**src/hdl/dbnc_pkg.sv**
```systemverilog
package dbnc_pkg;

   localparam int DEFAULT_NUM_CHANNELS = 3;
   localparam int PINNED_CHANNELS      = 3;
   localparam int QUEUE_DEPTH          = 2;

   localparam int LEVELS_W   = 16;
   localparam int TIME_W     = 32;
   localparam int DEBOUNCE_W = 16;
   localparam int CSR_ADDR_W = 1;
   localparam int CSR_DATA_W = 16;
   localparam int REQ_DATA_W = 48;
   localparam int RSP_DATA_W = 8;

   localparam logic [CSR_ADDR_W-1:0] REG_LOCKOUT_MS = 1'd0;
   localparam logic [CSR_ADDR_W-1:0] REG_ENABLED    = 1'd1;

   localparam logic [DEBOUNCE_W-1:0] DEBOUNCE_RESET = 16'd50;

   localparam logic [1:0] WF_OFF      = 2'd0;
   localparam logic [1:0] WF_SINE     = 2'd1;
   localparam logic [1:0] WF_SQUARE   = 2'd2;
   localparam logic [1:0] WF_TRIANGLE = 2'd3;

   localparam logic [1:0] OCT_ZERO = 2'd0;
   localparam logic [1:0] OCT_UP   = 2'd1;
   localparam logic [1:0] OCT_DOWN = 2'd3;

   localparam logic KIND_WAVEFORM = 1'b0;
   localparam logic KIND_OCTAVE   = 1'b1;

   typedef struct packed {
      logic [3:0] a;
      logic [3:0] b;
      logic [3:0] c;
      logic [3:0] up;
      logic [3:0] down;
   } pin_set_type;

   localparam pin_set_type PIN_MAP [PINNED_CHANNELS] = '{
      '{a: 4'd6, b: 4'd5,  c: 4'd14, up: 4'd7,  down: 4'd15},
      '{a: 4'd4, b: 4'd11, c: 4'd3,  up: 4'd12, down: 4'd13},
      '{a: 4'd1, b: 4'd9,  c: 4'd0,  up: 4'd10, down: 4'd2}
   };

   typedef struct packed {
      logic       valid;
      logic       kind;
      logic [1:0] value;
   } event_type;

   typedef struct packed {
      logic full;
      logic empty;
   } queue_status_type;

endpackage

```
**src/hdl/dbnc_front.sv**
```systemverilog
module dbnc_front
   import dbnc_pkg::*;
#(
   parameter int ACTIVE = 3
) (
   input  logic                  clock,
   input  logic                  reset,
   input  logic                  req_valid,
   output logic                  req_ready,
   input  logic [LEVELS_W-1:0]   switch_levels,
   input  logic [TIME_W-1:0]     now_ms,
   input  logic                  csr_we,
   input  logic [CSR_ADDR_W-1:0] csr_addr,
   input  logic [CSR_DATA_W-1:0] csr_wdata,
   input  queue_status_type      queue_status,
   output logic                  push,
   output event_type [ACTIVE-1:0] bundle
);

   logic [DEBOUNCE_W-1:0] debounce_ff;
   logic                  enabled_ff;
   logic [1:0]            held_wf_ff  [ACTIVE];
   logic [1:0]            held_oct_ff [ACTIVE];
   logic [TIME_W-1:0]     last_time_ff [ACTIVE];
   logic                  accept;
   logic                  update;

   assign req_ready = !queue_status.full;
   assign accept    = req_valid && req_ready;
   assign update    = accept && enabled_ff;

   always_ff @(posedge clock) begin
      if (reset) begin
         debounce_ff <= DEBOUNCE_RESET;
         enabled_ff  <= 1'b0;
      end else if (csr_we) begin
         case (csr_addr)
            REG_LOCKOUT_MS: debounce_ff <= csr_wdata;
            REG_ENABLED:    enabled_ff  <= csr_wdata[0];
            default: ;
         endcase
      end
   end

   for (genvar c = 0; c < ACTIVE; c++) begin : g_chan
      logic [1:0]        wf;
      logic [1:0]        oct;
      logic              up_on;
      logic              down_on;
      logic [TIME_W-1:0] elapsed;
      logic              open;
      logic              wf_chg;
      logic              oct_chg;

      always_comb begin
         if (!switch_levels[PIN_MAP[c].a]) begin
            wf = WF_SINE;
         end else if (!switch_levels[PIN_MAP[c].b]) begin
            wf = WF_SQUARE;
         end else if (!switch_levels[PIN_MAP[c].c]) begin
            wf = WF_TRIANGLE;
         end else begin
            wf = WF_OFF;
         end
         up_on   = !switch_levels[PIN_MAP[c].up];
         down_on = !switch_levels[PIN_MAP[c].down];
         if (up_on && !down_on) begin
            oct = OCT_UP;
         end else if (down_on && !up_on) begin
            oct = OCT_DOWN;
         end else begin
            oct = OCT_ZERO;
         end
         elapsed = now_ms - last_time_ff[c];
         open    = elapsed > {{(TIME_W-DEBOUNCE_W){1'b0}}, debounce_ff};
         wf_chg  = open && (wf != held_wf_ff[c]);
         oct_chg = open && !wf_chg && (oct != held_oct_ff[c]);
         bundle[c].valid = wf_chg || oct_chg;
         bundle[c].kind  = wf_chg ? KIND_WAVEFORM : KIND_OCTAVE;
         bundle[c].value = wf_chg ? wf : oct;
      end

      always_ff @(posedge clock) begin
         if (reset) begin
            held_wf_ff[c]   <= WF_OFF;
            held_oct_ff[c]  <= OCT_ZERO;
            last_time_ff[c] <= '0;
         end else if (update) begin
            if (wf_chg) begin
               held_wf_ff[c] <= wf;
            end
            if (oct_chg) begin
               held_oct_ff[c] <= oct;
            end
            if (wf_chg || oct_chg) begin
               last_time_ff[c] <= now_ms;
            end
         end
      end
   end

   always_comb begin
      push = 1'b0;
      for (int i = 0; i < ACTIVE; i++) begin
         push = push | bundle[i].valid;
      end
      push = push && update;
   end

endmodule

```
**src/hdl/dbnc_queue.sv**
```systemverilog
module dbnc_queue
   import dbnc_pkg::*;
#(
   parameter int WIDTH = 12,
   parameter int DEPTH = QUEUE_DEPTH
) (
   input  logic             clock,
   input  logic             reset,
   input  logic             push,
   input  logic [WIDTH-1:0] push_data,
   input  logic             pop,
   output logic [WIDTH-1:0] head_data,
   output queue_status_type status
);

   localparam int PTR_W = (DEPTH > 1) ? $clog2(DEPTH) : 1;
   localparam int CNT_W = $clog2(DEPTH + 1);

   logic [WIDTH-1:0] mem [DEPTH];
   logic [PTR_W-1:0] wr_ptr_ff;
   logic [PTR_W-1:0] rd_ptr_ff;
   logic [CNT_W-1:0] count_ff;
   logic             do_push;
   logic             do_pop;

   assign status.full  = (count_ff == CNT_W'(DEPTH));
   assign status.empty = (count_ff == '0);
   assign do_push      = push && !status.full;
   assign do_pop       = pop && !status.empty;
   assign head_data    = mem[rd_ptr_ff];

   always_ff @(posedge clock) begin
      if (do_push) begin
         mem[wr_ptr_ff] <= push_data;
      end
   end

   always_ff @(posedge clock) begin
      if (reset) begin
         wr_ptr_ff <= '0;
         rd_ptr_ff <= '0;
         count_ff  <= '0;
      end else begin
         if (do_push) begin
            wr_ptr_ff <= (wr_ptr_ff == PTR_W'(DEPTH - 1)) ? '0 : wr_ptr_ff + 1'b1;
         end
         if (do_pop) begin
            rd_ptr_ff <= (rd_ptr_ff == PTR_W'(DEPTH - 1)) ? '0 : rd_ptr_ff + 1'b1;
         end
         if (do_push && !do_pop) begin
            count_ff <= count_ff + 1'b1;
         end else if (do_pop && !do_push) begin
            count_ff <= count_ff - 1'b1;
         end
      end
   end

endmodule

```
**src/hdl/dbnc_back.sv**
```systemverilog
module dbnc_back
   import dbnc_pkg::*;
#(
   parameter int ACTIVE = 3
) (
   input  logic                   clock,
   input  logic                   reset,
   input  event_type [ACTIVE-1:0] head,
   input  queue_status_type       queue_status,
   output logic                   pop,
   output logic                   rsp_tvalid,
   input  logic                   rsp_tready,
   output logic [RSP_DATA_W-1:0]  rsp_tdata,
   output logic                   rsp_tlast
);

   logic [ACTIVE-1:0] done_ff;
   logic [ACTIVE-1:0] done_in;
   logic [ACTIVE-1:0] pending;
   logic [ACTIVE-1:0] sel;
   logic [1:0]        osc_index;
   logic              kind;
   logic [1:0]        value;
   logic              beat;

   always_comb begin
      for (int i = 0; i < ACTIVE; i++) begin
         pending[i] = head[i].valid && !done_ff[i];
      end
      sel       = pending & (~pending + 1'b1);
      osc_index = 2'd0;
      kind      = 1'b0;
      value     = 2'd0;
      for (int i = 0; i < ACTIVE; i++) begin
         if (sel[i]) begin
            osc_index = 2'(i);
            kind      = head[i].kind;
            value     = head[i].value;
         end
      end
   end

   assign rsp_tvalid = !queue_status.empty;
   assign rsp_tlast  = (pending & ~sel) == '0;
   assign rsp_tdata  = {1'b0,
                        (kind == KIND_OCTAVE)   ? value : OCT_ZERO,
                        (kind == KIND_WAVEFORM) ? value : WF_OFF,
                        kind,
                        osc_index};
   assign beat       = rsp_tvalid && rsp_tready;
   assign pop        = beat && rsp_tlast;

   always_comb begin
      done_in = done_ff;
      if (pop) begin
         done_in = '0;
      end else if (beat) begin
         done_in = done_ff | sel;
      end
   end

   always_ff @(posedge clock) begin
      if (reset) begin
         done_ff <= '0;
      end else begin
         done_ff <= done_in;
      end
   end

endmodule

```
**src/hdl/three_channel_switch_debouncer.sv**
```systemverilog
// Channel   Direction  Payload
// req_      in         tdata: switch_levels[15:0], now_ms[47:16]
// rsp_      out        tdata: osc_index, change_kind, waveform, octave; tlast
// csr_      in         write enable, index 0 lockout time in ms, index 1 enabled
//
// One snapshot is taken per cycle while the two-entry event queue has room.
// Each snapshot that changes something gives one to three beats on rsp_, one
// per cycle while rsp_tready is high, from the queue head; the back end sets rate.
// Synchronous reset clears held state and queue and restores register defaults.
// A stall on rsp_ fills the queue and then holds req_tready low.
module three_channel_switch_debouncer
   import dbnc_pkg::*;
#(
   parameter int NUM_CHANNELS = DEFAULT_NUM_CHANNELS
) (
   input  logic                  clock,
   input  logic                  reset,
   input  logic                  req_tvalid,
   output logic                  req_tready,
   // Fields from bit 0: switch_levels (16), now_ms (32).
   input  logic [REQ_DATA_W-1:0] req_tdata,
   output logic                  rsp_tvalid,
   input  logic                  rsp_tready,
   // Fields from bit 0: osc_index (2), change_kind (1), waveform (2), octave (2), pad.
   output logic [RSP_DATA_W-1:0] rsp_tdata,
   output logic                  rsp_tlast,
   input  logic                  csr_we,
   input  logic [CSR_ADDR_W-1:0] csr_addr,
   input  logic [CSR_DATA_W-1:0] csr_wdata
);

   localparam int ACTIVE = (NUM_CHANNELS < PINNED_CHANNELS) ? NUM_CHANNELS : PINNED_CHANNELS;
   localparam int BUNDLE_W = ACTIVE * $bits(event_type);

   queue_status_type       queue_status;
   logic                   push;
   logic                   pop;
   event_type [ACTIVE-1:0] push_bundle;
   event_type [ACTIVE-1:0] head_bundle;

   dbnc_front #(.ACTIVE(ACTIVE)) u_front (
      .clock         (clock),
      .reset         (reset),
      .req_valid     (req_tvalid),
      .req_ready     (req_tready),
      .switch_levels (req_tdata[LEVELS_W-1:0]),
      .now_ms        (req_tdata[LEVELS_W+TIME_W-1:LEVELS_W]),
      .csr_we        (csr_we),
      .csr_addr      (csr_addr),
      .csr_wdata     (csr_wdata),
      .queue_status  (queue_status),
      .push          (push),
      .bundle        (push_bundle)
   );

   dbnc_queue #(.WIDTH(BUNDLE_W), .DEPTH(QUEUE_DEPTH)) u_queue (
      .clock     (clock),
      .reset     (reset),
      .push      (push),
      .push_data (push_bundle),
      .pop       (pop),
      .head_data (head_bundle),
      .status    (queue_status)
   );

   dbnc_back #(.ACTIVE(ACTIVE)) u_back (
      .clock        (clock),
      .reset        (reset),
      .head         (head_bundle),
      .queue_status (queue_status),
      .pop          (pop),
      .rsp_tvalid   (rsp_tvalid),
      .rsp_tready   (rsp_tready),
      .rsp_tdata    (rsp_tdata),
      .rsp_tlast    (rsp_tlast)
   );

endmodule

```
**config.mk**
```make
export PLATFORM = sky130hd
export DESIGN_NAME = three_channel_switch_debouncer
export DESIGN_NICKNAME = d
export VERILOG_FILES = /design/src/hdl/dbnc_pkg.sv /design/src/hdl/dbnc_front.sv /design/src/hdl/dbnc_queue.sv /design/src/hdl/dbnc_back.sv /design/src/hdl/three_channel_switch_debouncer.sv
export SDC_FILE = /design/constraint.sdc
export NUM_CORES = 1
export LEC_CHECK = 0
export ABC_AREA = 1
export BUFFER_PORTS_ARGS = -buffer_cell sky130_fd_sc_hd__buf_4
export CAP_MARGIN = 15
export CORE_AREA = 2 2 255 182
export CTS_BUF_LIST = sky130_fd_sc_hd__clkbuf_8 sky130_fd_sc_hd__clkbuf_16
export CTS_CLUSTER_SIZE = 16
export DETAILED_ROUTE_END_ITERATION = 16
export DIE_AREA = 0 0 257 184
export PLACE_DENSITY_LB_ADDON = 0.25
export SLEW_MARGIN = 10
export SYNTH_ARGS = -nofsm -noshare
export SYNTH_HDL_FRONTEND = slang
export SYNTH_HIERARCHICAL = 1
export SYNTH_SLANG_ARGS = --single-unit
```
**constraint.sdc**
```tcl
create_clock -name clock -period 11.69 [get_ports clock]
set_input_delay 2.9225 -clock clock [delete_from_list [all_inputs] [get_ports clock]]
set_output_delay 2.9225 -clock clock [all_outputs]
set_load 0.1 [all_outputs]
```
# Yosys cells after proc, flatten, opt, wreduce, memory -nomap -nowiden

Memories as Yosys holds them, arrays and structs flattened. A register that Yosys moved wholly into a read port is not among the register bits.
Cells that the tools add are included.

Register bits after elaboration: 24
Memory bits (writable): 132
Input port bits: 70
Output and inout bits: 11
Word-level logic and storage cells: 183
Memories: 4

$add $sub $neg: 8
Magnitude comparators: 3
Equal/unequal tests: 7
Muxes and demuxes: 86
Bitwise logic cells: 17
Reductions and logical operators: 52

Memories:

| memory               | words | bits a word | read ports | clocked after memory_dff | write ports | line             | text |
|---|---|---|---|---|---|---|---|
| u_front.last_time_ff | 3     | 32          | 3          | 0                        | 3           | dbnc_front.sv:24 | `logic [TIME_W-1:0] last_time_ff [ACTIVE];` |
| u_queue.mem          | 2     | 12          | 1          | 1                        | 1           | dbnc_queue.sv:19 | `logic [WIDTH-1:0] mem [DEPTH];` |
| u_front.held_oct_ff  | 3     | 2           | 3          | 0                        | 3           | dbnc_front.sv:23 | `logic [1:0] held_oct_ff [ACTIVE];` |
| u_front.held_wf_ff   | 3     | 2           | 3          | 0                        | 3           | dbnc_front.sv:22 | `logic [1:0] held_wf_ff [ACTIVE];` |

Operators with widths:

| operator                                                           | number |
|---|---|
| 32-bit by 16-bit greater-than comparator with 1-bit output         | 3 |
| 32-bit two-way mux                                                 | 3 |
| 32-bit subtractor                                                  | 3 |
| 2-bit two-way mux                                                  | 32 |
| 1-bit two-way mux                                                  | 51 |
| 1-bit logical AND                                                  | 27 |
| 1-bit logical NOT                                                  | 16 |
| 2-bit != test                                                      | 6 |
| 1-bit bitwise OR                                                   | 11 |
| 3-bit AND                                                          | 2 |
| 3-bit NOT                                                          | 2 |
| 2-bit AND reduction                                                | 2 |
| 3-bit by 1-bit adder with 3-bit output, second input constant      | 1 |
| 3-bit logical NOT                                                  | 1 |
| 1-bit logical OR                                                   | 3 |
| 3-bit bitwise OR                                                   | 1 |
| 1-bit adder, second input constant                                 | 2 |
| 2-bit by 1-bit adder with 2-bit output, second input constant      | 1 |
| 2-bit equality test, second input constant                         | 1 |
| 2-bit logical NOT                                                  | 1 |
| 2-bit nonzero test                                                 | 1 |
| 2-bit OR reduction                                                 | 1 |
| 2-bit by 1-bit subtractor with 2-bit output, second input constant | 1 |
| 1-bit NOT                                                          | 1 |

# Logic depth before layout (Yosys ltp)

Gate-level depths: netlist (run 1).

Depth in word-level cells: 17
Depth in mapped cells: 37
Depth with buffers taken out: 37

# Modules after synthesis

The synthesis (run 1) kept the hierarchy.

By module, submodules not included:

| module     | times used | cells an instance | area an instance (µm²) | seq. area each (µm²) |
|---|---|---|---|---|
| dbnc_front | 1          | 2264              | 14058.5                | 3583.4 |
| dbnc_queue | 1          | 74                | 1116.1                 | 820.8 |
| dbnc_back  | 1          | 66                | 367.9                  | 60.1 |

# Worst setup path before layout (run 1)

No wires, ideal clock.

Path type: input to register
Start: input port req_tdata[16]
End: memory u_front.last_time_ff[2][0] (enable)
Arrival time: 7.769 ns
Required time: 11.224 ns
Path slack: 3.456 ns
Stages on the path: 22
Cells stage by stage: inv_1 ha_1 inv_1 fa_1 nand3_1 nand3_1 nand3_1 nand3b_1 xor2_1 ha_1 nand2_1 nor4_1 nand2_1 nand2_1 nand2_1 nand3_1 nor2_1 nand2_1 nor2_2 nand2_4 o21ai_0 o21ai_0

RTL lines:

| element         | line                                 | text |
|---|---|---|
| start, declared | three_channel_switch_debouncer.sv:21 | `input logic [REQ_DATA_W-1:0] req_tdata,` |
| end, declared   | dbnc_front.sv:24                     |  |

# Worst setup path in the final report (run 1)

Start: input port req_tdata[16]
End: register u_queue.count_ff[1]

Cells in the longest elaborated chain, start to end: 14

RTL lines:

| element                                                    | line                                 | text |
|---|---|---|
| 32-bit subtractor                                          | dbnc_front.sv:74                     | `elapsed = now_ms - last_time_ff[c];` |
| 32-bit by 16-bit greater-than comparator with 1-bit output | dbnc_front.sv:75                     | `open = elapsed > {{(TIME_W-DEBOUNCE_W){1'b0}}, debounce_ff};` |
| 1-bit logical AND                                          | dbnc_front.sv:76                     | `wf_chg = open && (wf != held_wf_ff[c]);` |
| 1-bit logical NOT                                          | dbnc_front.sv:77                     | `oct_chg = open && !wf_chg && (oct != held_oct_ff[c]);` |
| 1-bit logical AND (2 in series)                            | dbnc_front.sv:77                     |  |
| 1-bit logical OR                                           | dbnc_front.sv:78                     | `bundle[c].valid = wf_chg \|\| oct_chg;` |
| 1-bit bitwise OR                                           | dbnc_front.sv:105                    | `push = push \| bundle[i].valid;` |
| 1-bit bitwise OR (*)                                       | dbnc_front.sv:105                    |  |
| 1-bit logical AND (*)                                      | dbnc_front.sv:107                    | `push = push && update;` |
| named net push                                             | three_channel_switch_debouncer.sv:36 | `logic push;` |
| 1-bit logical AND (*)                                      | dbnc_queue.sv:28                     | `assign do_push = push && !status.full;` |
| 1-bit logical NOT                                          | dbnc_queue.sv:52                     | `end else if (do_pop && !do_push) begin` |
| 1-bit logical AND                                          | dbnc_queue.sv:52                     |  |
| 2-bit nonzero test (no source line)                        | -                                    |  |
| end signal, assigned                                       | dbnc_queue.sv:51                     | `count_ff <= count_ff + 1'b1;` |
| end signal, assigned                                       | dbnc_queue.sv:53                     | `count_ff <= count_ff - 1'b1;` |
| end, declared                                              | dbnc_queue.sv:22                     | `logic [CNT_W-1:0] count_ff;` |

The timed path passes the listed nets; every way through them passes the cells marked *.
A chain may end at the register's enable or synchronous reset.

==> results of run 1 <==
==> layout by cell type (no fill, tap or decap), types with 4 or more instances in the layout <==
| master | synthesis | routed |
|---|---|---|
| nand2_2 | 12 | 12 |
| and2_1 | 14 | 14 |
| a21oi_1 | 97 | 97 |
| buf_4 | 3 | 82 |
| dfxtp_1 | 25 | 25 |
| nor2_1 | 239 | 238 |
| nand3b_1 | 9 | 9 |
| clkbuf_16 | 0 | 17 |
| xor2_1 | 47 | 47 |
| and3_1 | 5 | 5 |
| mux2_2 | 12 | 12 |
| ha_1 | 145 | 145 |
| inv_2 | 12 | 12 |
| or2_2 | 4 | 4 |
| inv_1 | 535 | 536 |
| nor3_1 | 10 | 10 |
| nor3_2 | 4 | 4 |
| nor2_2 | 47 | 48 |
| a21o_1 | 5 | 5 |
| o21ai_0 | 41 | 39 |
| edfxtp_1 | 132 | 132 |
| xnor2_1 | 7 | 7 |
| nand4_1 | 29 | 29 |
| nand2_4 | 4 | 4 |
| inv_6 | 0 | 4 |
| o21bai_1 | 5 | 5 |
| nand3_1 | 108 | 108 |
| nand2_1 | 812 | 812 |
==> sequential cells by signal, indices dropped and copies added, names as in the netlist, named ones only <==
name                  cells
u_back/done_ff            3
u_front/debounce_ff      16
u_front/enabled_ff        1
u_front/held_oct_ff       6
u_front/held_wf_ff        6
u_front/last_time_ff     96
u_queue/count_ff          2
u_queue/mem              24
u_queue/rd_ptr_ff         1
u_queue/wr_ptr_ff         1
==> area by class of cell <==
cell class	instances	area, µm²	area share
timing repair buffer	83	627	0.0361
clock buffer	17	425	0.0245
multi-input combinational	1682	8890	0.512
clock inverter	15	164	0.00943
sequential	157	4460	0.257
inverter	547	2050	0.118
antenna	1	2.50	0.000144
tap	603	754	0.0434
==> path summary, 6_finish.rpt <==
kind	start	end	slack, ps	cells past startpoint
worst min register to register	u_front/enabled_ff	u_front/enabled_ff	470	2
worst min-delay path	u_front/enabled_ff	u_front/enabled_ff	470	2
worst max-delay path	req_tdata[16]	u_queue/count_ff[1]	4300	32
worst max register to register	u_front/last_time_ff[2][0]	u_queue/count_ff[1]	6890	30
==> power by group through the flow <==
stage / sequential [mW] / clock (mW) / combinational (mW)
after global routing: 0.644 / 0.593 / 0.731
after CTS: 0.642 / 0.574 / 0.641
final: 0.642 / 0.563 / 0.646
after global placement: 0.653 / 0 / 0.625
after floorplan: 0.652 / 0 / 0.457
after detailed placement: 0.654 / 0 / 0.638
==> metal layers <==
metal / vias to the layer above / GRT usage / share of wire
met4: 0 / 0.0658 / 0.025
met5: - / 0 / 0
met2: 373 / 0.299 / 0.40
li1: 7546 / - / -
met3: 57 / 0.0150 / 0.057
met1: 6650 / 0.321 / 0.52
==> worst reg2reg max path, delay by kind of cell (launching register included) <==
kind / cells / cell delay [ps]
adders and majority gates: 4 / 1210
and+or+nand+nor: 19 / 2310
AOI/OAI and AO/OA: 2 / 450
DFF: 1 / 330
xor gates and xnor gates: 1 / 200
buffers and inverters: 4 / 280
==> cell families after synthesis <==
family	synth area share
AOI/OAI and AO/OA	0.0598
xor gates and xnor gates	0.0304
adders and majority gates	0.121
buffers and inverters	0.142
DFF	0.287
muxes	0.00869
other	0.000241
and+or+nand+nor	0.351
==> run_results.csv, run 1 <==
group,metric,value,unit
die,core,44600,µm²
sta,fin_setup_tns,0,ps
critical_path,cpMostUsedCell,"nand2_1",
critical_path,crit_required,12070,ps
sta,setup_slack,4300,ps
die,die_y,184,µm
critical_path,cp-start-kind,"input pin",
pwr,power,1.85,mW
routing,avgRoutedWirePerCell,15.6,µm
routing,via_count,14600,
critical_path,cp.buffers_inverters,6,
final_layout,drive_above_1_share,0.0880,
sta,finalClockSkew,9.28,ps
sta,slew_viol_final,0,
clock_tree,h-tree-depth,4,
logic_synthesis,ys.flop_type,"edfxtp_1",
pwr,swShare,0.370,
critical_path,path_class,"in -> reg",
logic_synthesis,synth_top_cell_by_area,"edfxtp_1",
sta,setup_violations,0,
critical_path,arrival,7770,ps
pwr,power_frac_clock,0.304,
sta,maxSlewHeadroom,0.307,
pwr,cellLeakagePower,9.49,nW
logic_synthesis,ys_ff_latch,157,
logic_synthesis,postSynthCellCount,2404,
critical_path,cp-end-kind,"flop",
logic_synthesis,yosys-top-cells-count,"nand2_1, inv_1, nor2_1",
logic_synthesis,synthesis.area,15500,µm²
logic_synthesis,synthArstFlopShare,0,
run_status,outcome,"finished clean",
clock_tree,clock-sinks,157,
grt,antenna_found_initial,1,
grt,grt_pass1_vias,13600,
clock_tree,clk_pin_slew,70,ps
sta,hold_slack,467,ps
clock_tree,postCtsSetupRepairBufs,0,
die,die_w,257,µm
final_layout,layout.cells.non_filler,3105,
logic_synthesis,synth_edf_count,132,
worst_hold_path,hold_class,"reg -> reg",
logic_synthesis,yosysSeqAreaShare,0.287,
flow_run,cap_violations,0,
die,rows,65,
die,initial_core_util,0.348,
routing,wirelength,48.3,mm
place,pre_cts_ws,3460,ps
logic_synthesis,yosysMostFrequentCell,"nand2_1",
logic_synthesis,synth_area_leaders,"edfxtp_1, nand2_1, inv_1",
place,numPortBuffers,78,
place,placed_cells,3071,
critical_path,crit_fanout,6,
pwr,pwr-share-seq,0.347,
pwr,powerDensity,106,nW/µm²
pwr,p_int,1.17,mW
grt,grt_pass1_wl,74.6,mm
clock_tree,cts_tree,"done",
sta,fmax,0.135,GHz
final_layout,utilization,0.389,
grt,grt_usage,0.207,
clock_tree,cts_resized,0,
final_layout,syn_to_final_growth,11.8,%
clock_tree,numCtsBuffers,17,
logic_synthesis,synthesis.nets,2622,
routing,drtIter0Drc,1128,
grt,overflow,0,
critical_path,cp_slowest_cell,"fa_1",
routing,firstDrtPassIters,7,
final_layout,final_cell_area,17400,µm²
sta,hold_viol,0,
critical_path,cp_top_family,"simple AND/OR/NAND/NOR gates",
final_layout,final_net_count,2706,
place,hpwl,41.6,mm
sta,tightest_slew,1040,ps
routing,vias_per_cell,4.71,
sta,rsz0062_at_grt,"false",
sta,period_needed,7390,ps
pwr,vdd_drop_max,0.000102,V
final_layout,nFillCells,4825,
clock_tree,cts_hold_repair.buffers,0,
logic_synthesis,synth.distinct_cells,42,
grt,grt_max_degree,35,
logic_synthesis,yosysTopAreaCellShare,0.255,
place,post_dp_cell_area,16800,µm²
place,gp_congestion,0.950,
routing,drcViolationCount,0,
clock_tree,root_buffer,"clkbuf_16",
routing,postRouteAntennaNets,0,
clock_tree,clk-insertion-delay-late,440,ps
sta,fin_crit_sh,0.632,
pwr,pwr-share-comb,0.349,
pwr,switchingPower,685,µW
die,io_pins,81,
die,die-area,47300,µm²
logic_synthesis,ys_warn_count,6,
critical_path,cpPeakStageDelay,480,ps
logic_synthesis,avgSynthCellArea,6.47,µm²
clock_tree,cts_buffer_depth,2,
No activity file was read; power rests on OpenSTA's default activity.
==> inputs of run 2 (changes only) <==
==> constraint.sdc (replaced) <==
create_clock -name clock -period 6.1 [get_ports clock]
set_input_delay 1.525 -clock clock [delete_from_list [all_inputs] [get_ports clock]]
set_output_delay 1.525 -clock clock [all_outputs]
set_load 0.1 [all_outputs]
==> run 2 against run 1 <==
- clock skew rose by 4.9 ps
- count of clock-buffer cells in the layout did not move
- final cell count rose by 1.1%
- largest power group unchanged
==> run_results.csv, run 2 (synthesized netlist as in run 1, its figures left out) <==
group,metric,value,unit
run_status,outcome,"finished clean",
sta,period_needed,5490,ps
final_layout,final_net_count,2739,
critical_path,rr_endpoint,"u_queue/count_ff[1]",
final_layout,layout.cells.non_filler,3140,
sta,setup_violations,0,
final_layout,final_common_cell,"nand2_1",
grt,grt_usage,0.206,
die,die-area,47300,µm²
sta,rsz0062_at_grt,"false",
routing,wirelength,48.2,mm
flow_run,cap_violations,0,
final_layout,final_cell_mix,"nand2_1, inv_1, nor2_1",
grt,antenna_found_initial,2,
routing,avgRoutedWirePerCell,15.3,µm
clock_tree,numCtsBuffers,17,
critical_path,path_class,"in -> reg",
critical_path,crit_fanout,5,
critical_path,r2r_start,"u_front/last_time_ff[2][9]",
place,gp_congestion,0.957,
final_layout,reg_top3,"u_front/last_time_ff: 96 flops, u_queue/mem: 24 flops, u_front/debounce_ff: 16 flops",
clock_tree,h-tree-depth,4,
clock_tree,cts_tree,"done",
routing,drtIter0Drc,1265,
die,die_w,257,µm
final_layout,nFillCells,4777,
critical_path,cp-end-kind,"flop",
pwr,cellLeakagePower,9.63,nW
die,io_pins,81,
sta,finalClockSkew,14.2,ps
critical_path,cpMostUsedCell,"nand2_1",
critical_path,cp_slowest_cell,"fa_1",
worst_hold_path,hold_class,"reg -> reg",
sta,maxSlewHeadroom,0.355,
routing,via_count,14700,
sta,hold_viol,0,
die,rows,65,
grt,overflow,0,
sta,setup_slack,607,ps
clock_tree,clk-insertion-delay-late,450,ps
sta,slew_viol_final,0,
clock_tree,postCtsSetupRepairBufs,0,
final_layout,syn_to_final_growth,13.3,%
routing,postRouteAntennaNets,0,
critical_path,crit_required,6480,ps
final_layout,final-seq-area,4460,µm²
die,core,44600,µm²
routing,vias_per_cell,4.69,
clock_tree,cts_resized,0,
critical_path,cpPeakStageDelay,410,ps
routing,drcViolationCount,0,
sta,fin_crit_sh,0.901,
worst_hold_path,min-delay-start,"u_front/enabled_ff",
routing,firstDrtPassIters,6,
pwr,powerDensity,201,nW/µm²
final_layout,largest_reg_flops,96,
clock_tree,clock-sinks,157,
final_layout,drive_above_1_share,0.0998,
critical_path,reg2reg_slack,1540,ps
clock_tree,cts_hold_repair.buffers,0,
die,initial_core_util,0.348,
pwr,power,3.53,mW
grt,grt_max_degree,33,
critical_path,rr_worst_depth,31,
sta,fmax,0.182,GHz
critical_path,cp-start-kind,"input pin",
place,numPortBuffers,78,
worst_hold_path,min_path_cells,2,
final_layout,multi_input_area,8890,µm²
clock_tree,cts_buffer_depth,2,
final_layout,largest-register,"u_front/last_time_ff",
clock_tree,root_buffer,"clkbuf_16",
pwr,vdd_drop_max,0.000160,V
clock_tree,clk_pin_slew,60,ps
worst_hold_path,min_to,"u_front/enabled_ff",
place,placed_cells,3103,
place,post_dp_cell_area,17000,µm²
place,hpwl,41.3,mm
critical_path,arrival,5880,ps
final_layout,utilization,0.394,
place,pre_cts_ws,-37.2,ps
sta,tightest_slew,967,ps
grt,grt_pass1_vias,13500,
grt,grt_pass1_wl,74.3,mm
final_layout,final_cell_area,17600,µm²
die,die_y,184,µm
run 2: cell type report:
type | instances | area share
timing repair buffer | 116 | 0.0504
sequential | 157 | 0.253
clock inverter | 15 | 0.00732
tap | 603 | 0.0428
antenna | 3 | 0.000426
clock buffer | 17 | 0.0242
multi-input combinational | 1682 | 0.505
inverter | 547 | 0.117
run 2: through the flow:
stage                     TNS [ps]  hold slack [ps]
final                            0              462
after global routing             0              511
after CTS                        0              465
after detailed placement      -774              456
after global placement           0              450
after floorplan                  0              433
run 2: worst max-delay path: cells and delay by family:
family | cells | cell delay, ps
compound gates | 1 | 80
fa+ha+maj | 4 | 1220
simple gates | 20 | 2250
buf+inv | 8 | 700
xor+xnor | 1 | 90
run 2: report_power, final:
group / internal [mW] / switching [mW] / total, mW
Combinational: 0.436 / 0.830 / 1.27
Clock: 0.535 / 0.499 / 1.03
Sequential: 1.21 / 0.0206 / 1.23
Total: 2.18 / 1.35 / 3.53
run 2: worst max-delay path by stage:
| stage | startpoint | end | depth (start not counted) |
|---|---|---|---|
| global placement | req_tdata[16] | u_queue/mem[1][8] | 28 |
| global route | req_tdata[16] | u_queue/count_ff[1] | 33 |
| finish | req_tdata[16] | u_queue/count_ff[1] | 34 |
| floorplan | req_tdata[16] | u_front/last_time_ff[2][0] | 22 |
| detailed placement | req_tdata[16] | u_queue/mem[0][9] | 28 |
| CTS | req_tdata[16] | u_queue/mem[1][6] | 28 |
run 2: per-layer routing:
layer | vias up | track usage | wire (µm) | part of all wire
met5 | - | 0 | 0 | 0
met4 | 0 | 0.0493 | 822 | 0.017
met3 | 40 | 0.0284 | 3500 | 0.073
met2 | 416 | 0.297 | 19000 | 0.39
met1 | 6629 | 0.317 | 24800 | 0.52
li1 | 7630 | - | - | -
==> inputs of run 3 (changes only) <==
--- a/config.mk
+++ b/config.mk
@@ -8,14 +8,14 @@
 export ABC_AREA = 1
 export BUFFER_PORTS_ARGS = -buffer_cell sky130_fd_sc_hd__buf_4
 export CAP_MARGIN = 15
-export CORE_AREA = 2 2 255 182
+export CORE_AREA = 2 2 255 181
 export CTS_BUF_LIST = sky130_fd_sc_hd__clkbuf_8 sky130_fd_sc_hd__clkbuf_16
 export CTS_CLUSTER_SIZE = 16
 export DETAILED_ROUTE_END_ITERATION = 16
-export DIE_AREA = 0 0 257 184
+export DIE_AREA = 0 0 257 183
+export HOLD_SLACK_MARGIN = 0.12
 export PLACE_DENSITY_LB_ADDON = 0.25
 export SLEW_MARGIN = 10
 export SYNTH_ARGS = -nofsm -noshare
 export SYNTH_HDL_FRONTEND = slang
-export SYNTH_HIERARCHICAL = 1
 export SYNTH_SLANG_ARGS = --single-unit
==> run 3 against run 2 <==
- sequential power about the same
- total power increased by 5.4%
- die area decreased by 0.54%
- largest power group unchanged
==> run_results.csv, run 3 <==
group,metric,value,unit
sta,finalClockSkew,12.8,ps
logic_synthesis,postSynthCellCount,2378,
place,gp_congestion,0.969,
die,die_y,183,µm
sta,maxSlewHeadroom,0.566,
clock_tree,cts_resized,0,
final_layout,final_cell_mix,"nand2_1, inv_1, nor2_1",
logic_synthesis,synth_edf_count,132,
sta,slew_viol_final,0,
routing,firstDrtPassIters,6,
final_layout,final_net_count,2693,
clock_tree,cts_tree,"done",
clock_tree,clock-sinks,157,
grt,grt_max_degree,33,
grt,grt_pass1_wl,74.1,mm
routing,via_count,14600,
final_layout,final_cell_area,17400,µm²
logic_synthesis,yosys-top-cells-count,"nand2_1, inv_1, nor2_1",
routing,dr_wl_met2,18.3,mm
logic_synthesis,avgSynthCellArea,6.50,µm²
routing,routed.top_layer,"met4",
critical_path,cpPeakStageDelay,490,ps
sta,hold_slack,476,ps
critical_path,cp-start-kind,"input pin",
final_layout,drive_above_1_share,0.103,
flow_run,cap_violations,0,
final_layout,layout.cells.non_filler,3091,
logic_synthesis,yosysTopAreaCellShare,0.257,
routing,avgRoutedWirePerCell,15.5,µm
clock_tree,postCtsSetupRepairBufs,0,
sta,fmax,0.181,GHz
pwr,cellLeakagePower,9.44,nW
clock_tree,clk_pin_slew,70,ps
routing,wirelength_met1,25.2,mm
logic_synthesis,yosysSeqAreaShare,0.289,
grt,grt_pass1_vias,13000,
logic_synthesis,synthesis.area,15400,µm²
die,core,44600,µm²
pwr,vdd_drop_max,0.000209,V
critical_path,cp_slowest_cell,"fa_1",
grt,grt_usage,0.206,
critical_path,crit_fanout,5,
sta,tightest_slew,650,ps
sta,hold_viol,0,
pwr,power,3.72,mW
grt,overflow,0,
die,io_pins,81,
clock_tree,numCtsBuffers,17,
worst_hold_path,hold_class,"reg -> reg",
clock_tree,clk-insertion-delay-late,460,ps
sta,fin_crit_sh,0.907,
die,die-area,47000,µm²
final_layout,reg_top3,"u_front.last_time_ff: 96 flops, u_queue.mem: 24 flops, u_front.debounce_ff: 16 flops",
sta,fin_setup_tns,0,ps
logic_synthesis,synth_area_leaders,"edfxtp_1, nand2_1, inv_1",
logic_synthesis,synthesis.nets,2596,
routing,drcViolationCount,0,
clock_tree,cts_hold_repair.buffers,0,
clock_tree,root_buffer,"clkbuf_16",
place,numPortBuffers,78,
routing,drtIter0Drc,1349,
routing,postRouteAntennaNets,0,
run_status,outcome,"finished clean",
sta,setup_violations,0,
final_layout,syn_to_final_growth,12.8,%
logic_synthesis,ys_warn_count,0,
final_layout,largest-register,"u_front.last_time_ff",
critical_path,path_class,"in -> reg",
logic_synthesis,ys_ff_latch,157,
logic_synthesis,synth.distinct_cells,44,
die,die_w,257,µm
logic_synthesis,yosysMostFrequentCell,"nand2_1",
final_layout,final_common_cell,"nand2_1",
routing,met3_length,3.87,mm
final_layout,largest_reg_flops,96,
clock_tree,h-tree-depth,4,
routing,vias_per_cell,4.71,
place,post_dp_cell_area,16800,µm²
logic_synthesis,ys.flop_type,"edfxtp_1",
place,hpwl,40.6,mm
clock_tree,cts_buffer_depth,2,
critical_path,arrival,5880,ps
logic_synthesis,synth_top_cell_by_area,"edfxtp_1",
final_layout,diodes,0,
place,placed_cells,3059,
critical_path,cpMostUsedCell,"nand2_1",
critical_path,crit_required,6440,ps
sta,rsz0062_at_grt,"false",
critical_path,cp-end-kind,"flop",
sta,period_needed,5530,ps
routing,wirelength,47.8,mm
logic_synthesis,synthArstFlopShare,0,
die,initial_core_util,0.346,
die,rows,65,
pwr,powerDensity,214,nW/µm²
grt,antenna_found_initial,0,
run 3: metrics by stage:
stage                     utilization  setup slack, ps
after floorplan                     -              159
after global placement          0.377              227
after detailed placement        0.377              146
after CTS                       0.390              609
after global routing            0.390              251
final                           0.390              566
run 3: critical path: cells and delay by family:
family	cells	cell delay, ps
buf+inv	4	330
compound gates	5	570
fa+ha+maj	4	1210
xor+xnor	1	150
simple gates	17	2080
run 3: layer usage:
| layer | GRT usage | vias up |
|---|---|---|
| li1 | - | 7478 |
| met1 | 0.327 | 6562 |
| met2 | 0.283 | 488 |
| met3 | 0.0413 | 31 |
| met4 | 0.0347 | 0 |
| met5 | 0 | - |
run 3: logic make-up (layout without fill, tap and decap cells):
kind of cell / count (synthesis) / count (layout) / share of synthesized area
flip-flops: 157 / 157 / 0.289
buffers and inverters: 557 / 667 / 0.142
AO/OA/AOI/OAI: 171 / 171 / 0.0606
other: 1 / 1 / 0.000243
adder cells (fa/ha/maj): 148 / 148 / 0.121
XOR/XNOR: 57 / 57 / 0.0323
AND/OR/NAND/NOR: 1287 / 1287 / 0.354
run 3: area by class of cell:
cell class	instances	area, µm²
fill	4757	27200
multi-input combinational	1664	8810
sequential	157	4460
inverter	538	2020
timing repair buffer	97	778
tap	603	754
clock buffer	17	425
clock inverter	15	181
run 3: worst paths after layout:
path / start / to / slack (ps) / depth (start not counted)
worst max register to register: u_front.last_time_ff[2][0] / u_queue.count_ff[1] / 1490 / 29
worst min register to register: u_front.enabled_ff / u_front.enabled_ff / 480 / 2
worst max-delay path: req_tdata[16] / u_queue.count_ff[1] / 570 / 31
worst min-delay path: u_front.enabled_ff / u_front.enabled_ff / 480 / 2
run 3: where the power goes:
group          total (mW)  internal (mW)  leakage (nW)  switching [mW]
sequential           1.24           1.22          1.54          0.0194
combinational        1.36          0.439          7.60           0.923
clock                1.13          0.619         0.296           0.509
total                3.72           2.27          9.44            1.45
